--- config.mk ---
export PLATFORM = sky130hd
export DESIGN_NAME = timer_deadline_queue_core
export DESIGN_NICKNAME = d
export VERILOG_FILES = /design/src/hdl/tdq_pkg.sv /design/src/hdl/tdq_front.sv /design/src/hdl/tdq_cells.sv /design/src/hdl/tdq_back.sv /design/src/hdl/timer_deadline_queue_core.sv
export SDC_FILE = /design/constraint.sdc
export NUM_CORES = 2
export LEC_CHECK = 0
export ABC_CLOCK_PERIOD_IN_PS = 12300
export BUFFER_PORTS_ARGS = -buffer_cell sky130_fd_sc_hd__buf_2
export CORE_MARGIN = 5
export CORE_UTILIZATION = 53
export CTS_CLUSTER_DIAMETER = 120
export DETAILED_ROUTE_END_ITERATION = 8
export PLACE_DENSITY = 0.69
export SLEW_MARGIN = 30
export SYNTH_ARGS = -nofsm -noshare
export SYNTH_HDL_FRONTEND = slang
export SYNTH_SLANG_ARGS = --single-unit
--- constraint.sdc ---
create_clock -name clk -period 12.3 [get_ports clk]
set_input_delay 1.23 -clock clk [delete_from_list [all_inputs] [get_ports clk]]
set_output_delay 1.23 -clock clk [all_outputs]
set_load 0.005 [all_outputs]
--- src/hdl/tdq_pkg.sv ---
// Shared types and constants for the timer deadline queue.
`default_nettype none
package tdq_pkg;

	localparam int TIME_W = 64;
	localparam int ID_W = 8;
	localparam logic [TIME_W-1:0] TIME_INFINITE = '1;
	localparam int CMD_FIFO_DEPTH = 2;

	typedef enum logic [1:0] {
		KIND_INSERT  = 2'd0,
		KIND_TICK    = 2'd1,
		KIND_PREEMPT = 2'd2
	} kind_t;

	typedef enum logic [1:0] {
		ST_IDLE,
		ST_SCAN,
		ST_REPORT
	} back_state_t;

	typedef struct packed {
		kind_t             kind;
		logic [ID_W-1:0]   timer_id;
		logic [TIME_W-1:0] deadline;
		logic [TIME_W-1:0] now;
	} cmd_t;

	typedef struct packed {
		logic              expired_valid;
		logic [ID_W-1:0]   expired_id;
		logic              preempt_fired;
		logic              program_valid;
		logic [TIME_W-1:0] program_deadline;
		logic              overflow;
		logic              last;
	} result_t;

	typedef struct packed {
		logic ins;
		logic pop;
	} cell_ctrl_t;

	typedef struct packed {
		logic empty;
		logic full;
	} cell_stat_t;

endpackage
`default_nettype wire

--- src/hdl/tdq_front.sv ---
// Input side: accepts items, drops unused kinds and buffers commands.
`default_nettype none
module tdq_front
	import tdq_pkg::*;
(
	input  wire logic clk,
	input  wire logic arst_n,
	input  wire logic s_tvalid,
	output logic      s_tready,
	input  wire logic [135:0] s_tdata,
	input  wire logic [1:0] s_tuser,
	output logic      cmd_valid,
	output cmd_t      cmd,
	input  wire logic cmd_pop
);

	localparam int PTR_W = $clog2(CMD_FIFO_DEPTH);
	localparam int CNT_W = $clog2(CMD_FIFO_DEPTH + 1);

	cmd_t             mem_q [CMD_FIFO_DEPTH];
	logic [PTR_W-1:0] wr_ptr_q;
	logic [PTR_W-1:0] rd_ptr_q;
	logic [CNT_W-1:0] cnt_q;
	logic             known_kind;
	logic             push;
	logic             pop;
	cmd_t             cmd_in;

	always_comb begin
		known_kind = (s_tuser == KIND_INSERT) || (s_tuser == KIND_TICK) ||
			(s_tuser == KIND_PREEMPT);
		s_tready = (cnt_q != CNT_W'(CMD_FIFO_DEPTH));
		push = s_tvalid && s_tready && known_kind;
		cmd_valid = (cnt_q != '0);
		pop = cmd_pop && cmd_valid;
		cmd = mem_q[rd_ptr_q];
		cmd_in.kind = kind_t'(s_tuser);
		cmd_in.timer_id = s_tdata[7:0];
		cmd_in.deadline = s_tdata[71:8];
		cmd_in.now = s_tdata[135:72];
	end

	always_ff @(posedge clk) begin
		if (push) begin
			mem_q[wr_ptr_q] <= cmd_in;
		end
	end

	always_ff @(posedge clk or negedge arst_n) begin
		if (!arst_n) begin
			wr_ptr_q <= '0;
			rd_ptr_q <= '0;
			cnt_q <= '0;
		end else begin
			if (push) begin
				wr_ptr_q <= (wr_ptr_q == PTR_W'(CMD_FIFO_DEPTH - 1)) ? '0 : wr_ptr_q + 1'b1;
			end
			if (pop) begin
				rd_ptr_q <= (rd_ptr_q == PTR_W'(CMD_FIFO_DEPTH - 1)) ? '0 : rd_ptr_q + 1'b1;
			end
			if (push && !pop) begin
				cnt_q <= cnt_q + 1'b1;
			end else if (pop && !push) begin
				cnt_q <= cnt_q - 1'b1;
			end
		end
	end

endmodule
`default_nettype wire

--- src/hdl/tdq_cells.sv ---
// Sorted shifting cell chain that holds the pending timers.
`default_nettype none
module tdq_cells
	import tdq_pkg::*;
#(
	parameter int QUEUE_DEPTH = 16
) (
	input  wire logic clk,
	input  wire logic arst_n,
	input  wire cell_ctrl_t ctrl,
	input  wire logic [TIME_W-1:0] new_deadline,
	input  wire logic [ID_W-1:0] new_id,
	output cell_stat_t stat,
	output logic [TIME_W-1:0] head_deadline,
	output logic [ID_W-1:0] head_id
);

	localparam int CNT_W = $clog2(QUEUE_DEPTH + 1);

	logic [TIME_W-1:0] dl_q [QUEUE_DEPTH];
	logic [ID_W-1:0]   id_q [QUEUE_DEPTH];
	logic [CNT_W-1:0]  count_q;
	logic [QUEUE_DEPTH-1:0] stay;

	for (genvar i = 0; i < QUEUE_DEPTH; i++) begin : g_cell
		assign stay[i] = (CNT_W'(i) < count_q) && (dl_q[i] <= new_deadline);

		always_ff @(posedge clk) begin
			if (ctrl.ins) begin
				if (!stay[i]) begin
					if (i == 0) begin
						dl_q[i] <= new_deadline;
						id_q[i] <= new_id;
					end else if (stay[(i == 0) ? 0 : i - 1]) begin
						dl_q[i] <= new_deadline;
						id_q[i] <= new_id;
					end else begin
						dl_q[i] <= dl_q[(i == 0) ? 0 : i - 1];
						id_q[i] <= id_q[(i == 0) ? 0 : i - 1];
					end
				end
			end else if (ctrl.pop) begin
				if (i < QUEUE_DEPTH - 1) begin
					dl_q[i] <= dl_q[(i < QUEUE_DEPTH - 1) ? i + 1 : i];
					id_q[i] <= id_q[(i < QUEUE_DEPTH - 1) ? i + 1 : i];
				end
			end
		end
	end

	always_ff @(posedge clk or negedge arst_n) begin
		if (!arst_n) begin
			count_q <= '0;
		end else if (ctrl.ins) begin
			count_q <= count_q + 1'b1;
		end else if (ctrl.pop) begin
			count_q <= count_q - 1'b1;
		end
	end

	always_comb begin
		stat.empty = (count_q == '0);
		stat.full = (count_q == CNT_W'(QUEUE_DEPTH));
		head_deadline = dl_q[0];
		head_id = id_q[0];
	end

endmodule
`default_nettype wire

--- src/hdl/tdq_back.sv ---
// Command sequencer: runs inserts, ticks and preemption resets, owns the result register.
`default_nettype none
module tdq_back
	import tdq_pkg::*;
(
	input  wire logic clk,
	input  wire logic arst_n,
	input  wire logic cmd_valid,
	input  wire cmd_t cmd,
	output logic      cmd_pop,
	output cell_ctrl_t ctrl,
	input  wire cell_stat_t stat,
	input  wire logic [TIME_W-1:0] head_deadline,
	input  wire logic [ID_W-1:0] head_id,
	output logic      res_valid,
	output result_t   res,
	input  wire logic res_ready
);

	back_state_t       state_q, state_n;
	logic [TIME_W-1:0] preempt_q, preempt_n;
	logic [TIME_W-1:0] pending_q, pending_n;
	logic [TIME_W-1:0] now_q, now_n;
	logic              fired_q, fired_n;
	logic              ovf_q, ovf_n;
	logic              out_valid_q;
	result_t           out_q, out_n;
	logic              out_load;
	logic              out_free;
	logic [TIME_W-1:0] next_dl;

	assign out_free = !out_valid_q || res_ready;
	assign res_valid = out_valid_q;
	assign res = out_q;

	always_comb begin
		state_n = state_q;
		preempt_n = preempt_q;
		pending_n = pending_q;
		now_n = now_q;
		fired_n = fired_q;
		ovf_n = ovf_q;
		out_n = '0;
		out_load = 1'b0;
		cmd_pop = 1'b0;
		ctrl = '0;
		next_dl = (!stat.empty && (head_deadline < preempt_q)) ? head_deadline : preempt_q;
		unique case (state_q)
			ST_IDLE: begin
				if (cmd_valid && out_free) begin
					cmd_pop = 1'b1;
					unique case (cmd.kind)
						KIND_INSERT: begin
							ctrl.ins = !stat.full;
							ovf_n = stat.full;
							fired_n = 1'b0;
							state_n = ST_REPORT;
						end
						KIND_TICK: begin
							fired_n = (cmd.now >= preempt_q);
							preempt_n = (cmd.now >= preempt_q) ? TIME_INFINITE : preempt_q;
							pending_n = TIME_INFINITE;
							now_n = cmd.now;
							ovf_n = 1'b0;
							state_n = ST_SCAN;
						end
						KIND_PREEMPT: begin
							preempt_n = cmd.deadline;
							out_load = 1'b1;
							out_n.last = 1'b1;
							if ((cmd.deadline != TIME_INFINITE) && (cmd.deadline < pending_q)) begin
								pending_n = cmd.deadline;
								out_n.program_valid = 1'b1;
								out_n.program_deadline = cmd.deadline;
							end
						end
						default: begin
						end
					endcase
				end
			end
			ST_SCAN: begin
				if (!stat.empty && (head_deadline <= now_q)) begin
					if (out_free) begin
						ctrl.pop = 1'b1;
						out_load = 1'b1;
						out_n.expired_valid = 1'b1;
						out_n.expired_id = head_id;
						out_n.preempt_fired = fired_q;
					end
				end else begin
					state_n = ST_REPORT;
				end
			end
			ST_REPORT: begin
				if (out_free) begin
					pending_n = next_dl;
					out_load = 1'b1;
					out_n.preempt_fired = fired_q;
					out_n.program_valid = 1'b1;
					out_n.program_deadline = next_dl;
					out_n.overflow = ovf_q;
					out_n.last = 1'b1;
					state_n = ST_IDLE;
				end
			end
			default: begin
				state_n = ST_IDLE;
			end
		endcase
	end

	always_ff @(posedge clk or negedge arst_n) begin
		if (!arst_n) begin
			state_q <= ST_IDLE;
			preempt_q <= TIME_INFINITE;
			pending_q <= TIME_INFINITE;
			fired_q <= 1'b0;
			ovf_q <= 1'b0;
			out_valid_q <= 1'b0;
		end else begin
			state_q <= state_n;
			preempt_q <= preempt_n;
			pending_q <= pending_n;
			fired_q <= fired_n;
			ovf_q <= ovf_n;
			if (out_load) begin
				out_valid_q <= 1'b1;
			end else if (res_ready) begin
				out_valid_q <= 1'b0;
			end
		end
	end

	always_ff @(posedge clk) begin
		now_q <= now_n;
		if (out_load) begin
			out_q <= out_n;
		end
	end

endmodule
`default_nettype wire

--- src/hdl/timer_deadline_queue_core.sv ---
// Top level of the timer deadline queue: front buffer, sequencer and cell chain.
//
// Channel  Dir  Handshake            Payload
// s_*      in   s_tvalid / s_tready  tdata: timer_id, deadline, now; tuser: kind
// m_*      out  m_tvalid / m_tready  tdata: expired_id, program_deadline; tuser: flags; tlast
//
// An insert shifts the cell chain from the idle state and then reports the next
// deadline from the report state. A preemption reset is answered from the idle state
// alone. A tick pops one expired head per cycle while the result register is free,
// then reports once the head is not yet due. A two-entry command buffer
// lets input items arrive while the sequencer works or the result waits.
// Reset clears the count, flags and deadlines at once; no clearing pass is needed.
`default_nettype none
module timer_deadline_queue_core
	import tdq_pkg::*;
#(
	parameter int QUEUE_DEPTH = 16
) (
	input  wire logic clk,
	input  wire logic arst_n,
	input  wire logic s_tvalid,
	output logic      s_tready,
	input  wire logic [135:0] s_tdata, // timer_id[7:0], deadline[71:8], now[135:72]
	input  wire logic [1:0] s_tuser,   // kind[1:0]
	output logic      m_tvalid,
	input  wire logic m_tready,
	output logic [71:0] m_tdata,       // expired_id[7:0], program_deadline[71:8]
	output logic [3:0] m_tuser,        // expired_valid, preempt_fired, program_valid, overflow
	output logic      m_tlast
);

	logic              cmd_valid;
	cmd_t              cmd;
	logic              cmd_pop;
	cell_ctrl_t        ctrl;
	cell_stat_t        stat;
	logic [TIME_W-1:0] head_deadline;
	logic [ID_W-1:0]   head_id;
	result_t           res;

	tdq_front u_front (
		.clk      (clk),
		.arst_n   (arst_n),
		.s_tvalid (s_tvalid),
		.s_tready (s_tready),
		.s_tdata  (s_tdata),
		.s_tuser  (s_tuser),
		.cmd_valid(cmd_valid),
		.cmd      (cmd),
		.cmd_pop  (cmd_pop)
	);

	tdq_back u_back (
		.clk          (clk),
		.arst_n       (arst_n),
		.cmd_valid    (cmd_valid),
		.cmd          (cmd),
		.cmd_pop      (cmd_pop),
		.ctrl         (ctrl),
		.stat         (stat),
		.head_deadline(head_deadline),
		.head_id      (head_id),
		.res_valid    (m_tvalid),
		.res          (res),
		.res_ready    (m_tready)
	);

	tdq_cells #(
		.QUEUE_DEPTH(QUEUE_DEPTH)
	) u_cells (
		.clk          (clk),
		.arst_n       (arst_n),
		.ctrl         (ctrl),
		.new_deadline (cmd.deadline),
		.new_id       (cmd.timer_id),
		.stat         (stat),
		.head_deadline(head_deadline),
		.head_id      (head_id)
	);

	assign m_tdata = {res.program_deadline, res.expired_id};
	assign m_tuser = {res.overflow, res.program_valid, res.preempt_fired, res.expired_valid};
	assign m_tlast = res.last;

	a_no_pop_empty: assert property (@(posedge clk) disable iff (!arst_n)
		!(ctrl.pop && stat.empty))
		else $error("pop from an empty queue");

	a_no_insert_full: assert property (@(posedge clk) disable iff (!arst_n)
		!(ctrl.ins && stat.full))
		else $error("insert into a full queue");

	a_ins_pop_excl: assert property (@(posedge clk) disable iff (!arst_n)
		!(ctrl.ins && ctrl.pop))
		else $error("insert and pop in the same cycle");

	a_expired_not_final: assert property (@(posedge clk) disable iff (!arst_n)
		m_tvalid && m_tuser[0] |-> !m_tuser[2] && !m_tlast)
		else $error("expired item carries programming or last");

endmodule
`default_nettype wire
==> impl_metrics.toml <==
[setup_path]
cp_common_cell = "buf_4"
crit_fanout = 87
end_kind = "register"
cp_top_family = "buffers and inverters"
cp_cell_sequence = "buf_12 -> mux2i_4 -> buf_4 -> inv_1 -> ha_1 -> a21oi_1 -> o221ai_1 -> a21oi_1 -> o21ai_0 -> nor4_1 -> o2111ai_1 -> o221ai_4 -> buf_4 -> and2_4 -> buf_4 -> a221oi_2"
cpMaxStageDelayCell = "dfrtp_4"
worst_r2r_path_depth = 16
crit_type = "register to register"
cp_slowest_stage_delay_ns = 0.96
crit_buf_inv = 5
crit_cells = 16
cp_data_required_time_ns = 13.04
critPathLaunchType = "register"
cp_data_arrival_time_ns = 8.08

[final_layout]
area_delta_synth_final_pct = 8.77
seqCellArea_sq_um = 50800
final_common_cell = "edfxtp_1"
multiInputGateArea_sq_um = 54600
fin_nets = 11423
fillers = 16979
fin_cells = 12837
final_core_util_pct = 58.0
final_cell_mix = "edfxtp_1 (1569), a21oi_1 (1566), nor2_1 (1353)"
layout-drive-gt1-share_pct = 11.4

[floorplan]
dieArea_sq_um = 215000
io_pins = 221
initial_utilization_pct = 53.3
rows = 166
die_h_um = 464
fp.dieW_um = 464
core_area_sq_um = 205000

[clocking]
cts-root-buf = "clkbuf_16"
clock_sinks = 1711
postCtsHoldBufs = 0
postCtsSetupBuffers = 0
cts_buffer_depth = 3
h-tree-depth = 4
numCtsBuffers = 185
clkTransAtPathRegs_ns = 0.07
cts_tree = "built"
post_cts_resized = 0
clk_latency_ns = 0.86

[timing]
slew_headroom_pct = 29.3
setup-tns-final_ns = 0
hold_violations = 0
finalSetupViolCount = 0
max_freq_mhz = 136
setup_slack_ns = 4.96
fin_crit_ns = 7.34
tightestPinTransition_ns = 1.06
fin_crit_sh_pct = 59.7
holdWs_ns = 0.480
finalMaxSlewViolations = 0
rsz0062_at_grt = "no"
fin_skew_ns = 0.0324

[synthesis]
yosysTopAreaCellShare_pct = 43.2
yosys-top-cells-area = "edfxtp_1 (43%), ha_1 (15%), mux2i_1 (10%)"
syn_nets = 11372
ys_warn_count = 0
synth_edf_count = 1569
synth_area_leader_cell = "edfxtp_1"
netlist_instances = 9941
syn_area_per_cell_sq_um = 11.0
syn_area_sq_um = 109000
muxShareOfSynthArea_pct = 12.3
synth_compound_area_share_pct = 12.4
synth_adder_area_share_pct = 14.8
yosys.area_share.simple_pct = 9.85
synth_xor_xnor_area_share_pct = 0.0642
yosysUniqueCellTypes = 81
synth-main-ff-cell = "edfxtp_1"
seq_area_frac_synth_pct = 46.6
synth-seq-cells = 1711
synth_top_family_by_area = "adder cells"
ys_async_sr_fraction_pct = 8.30

[power]
p_leak_nw = 53.3
power_density_nw_per_um2 = 249
max-vdd-ir-drop_v = 0.000205

[global_routing]
gr-total-overflow = 0
grt_use_met2_pct = 43.2
grt_max_degree = 262
antenna_found_initial = 4
grt_util_met3_pct = 3.59
grt.busiest_layer = "met2"
use_met1_pct = 42.2
grt_pass1_vias = 80087
grt_usage_pct = 29.3
grt_pass1_wl_um = 492000

[run]
max-cap-violations = 0

[detailed_routing]
drt_wl_total_um = 327000
route.vias.total = 82483
drc_errors = 0
dr.pass1.iters = 7
postRouteAntennaNets = 0
viasPerCell = 6.43
drtIter0Drc = 9437
wl_per_cell_um = 25.5

[place]
gp_routability_congestion = 0.985
dp.cells = 12488
hpwl_um = 243000
post-place-ws_ns = 5.09
numPortBuffers = 220

[outcome]
status = "finished, final reports clean"

[worst_hold_path]
hold_path_class = "primary input to asynchronous set/reset pin"
-- kinds of logic after synthesis --
logic type	count (synthesis)
AOI/OAI and AO/OA	2332
xor gates and xnor gates	8
adders and majority gates	1289
buffers and inverters	841
DFF	1711
muxes	1312
and+or+nand+nor	2448
-- synthesized netlist by cell type, types with 8 or more instances --
cell type,instances
buf_6,122
mux2i_1,1105
o211ai_1,28
a21oi_1,1575
o21bai_1,8
inv_1,316
nor3_1,66
o21ai_0,233
and4_1,23
a21oi_2,8
a31oi_1,24
o22ai_1,75
dfstp_2,128
a221oi_2,60
a22oi_1,11
o31ai_1,11
edfxtp_1,1569
a2111oi_0,10
mux2_1,34
a21o_1,98
ha_1,1289
mux2_2,173
a221oi_1,33
nand4_1,257
a211oi_1,56
buf_2,199
nor2_1,1354
nand3_1,151
dfrtp_1,14
a21boi_0,15
clkbuf_1,174
nand2b_1,15
and2_1,19
and3_1,9
a221o_1,10
nand2_1,425
buf_1,9
o21a_1,17
buf_4,14
nor4_1,50
nor2b_1,32
-- where the power goes --
group,switching [W],total [W],internal [W]
Clock,0.00245,0.00574,0.00329
Sequential,0.00122,0.0102,0.00899
Combinational,0.00868,0.0136,0.00492
Total,0.0123,0.0296,0.0172
-- per-layer routing --
layer	part of all wire, %	vias up
met1	44	40170
met4	6.2	0
li1	-	37631
met5	0	-
met3	7.8	645
met2	42	4037
-- through the flow --
stage | area (sq um) | total power [W]
floorplan | 109000 | 0.0191
global placement | 112000 | 0.0228
detailed placement | 112000 | 0.0235
CTS | 119000 | 0.0293
global route | 119000 | 0.0313
finish | 119000 | 0.0296
-- path summary, 6_finish.rpt --
check	startpoint	end	slack, ns
setup reg to reg	u_front.rd_ptr_q$_DFFE_PN0P_	u_back.pending_q[43]$_DFFE_PN1P_	4.96
setup / recovery	u_front.rd_ptr_q$_DFFE_PN0P_	u_back.pending_q[43]$_DFFE_PN1P_	4.96
min in group clk	u_front.cnt_q[1]$_DFFE_PN0P_	u_front.cnt_q[1]$_DFFE_PN0P_	0.52
hold / removal	arst_n	u_back.ovf_q$_DFFE_PN0P_	0.48
hold reg to reg	u_front.cnt_q[1]$_DFFE_PN0P_	u_front.cnt_q[1]$_DFFE_PN0P_	0.52
max in group asynchronous	arst_n	u_back.preempt_q[42]$_DFFE_PN1P_	10.47
-- flip-flops by register name, summed over array words and instances, names as in the netlist, 5 cells and up --
register          cells
u_front.mem_q       276
u_cells.count_q       5
u_back.res           77
u_back.preempt_q     64
u_cells.dl_q       1024
u_back.pending_q     64
u_back.now_q         64
u_cells.id_q        128
-- layout make-up --
| cell class | instances | share of cell area (%) |
|---|---|---|
| multi-input combinational | 7389 | 46.0 |
| timing repair buffer | 389 | 2.21 |
| inverter | 316 | 0.999 |
| sequential | 1711 | 42.8 |
| clock buffer | 236 | 4.13 |
| tap | 2688 | 2.83 |
| antenna | 2 | 0.00422 |
| clock inverter | 106 | 1.01 |
Note: power is estimated with default switching activity, not from simulation.
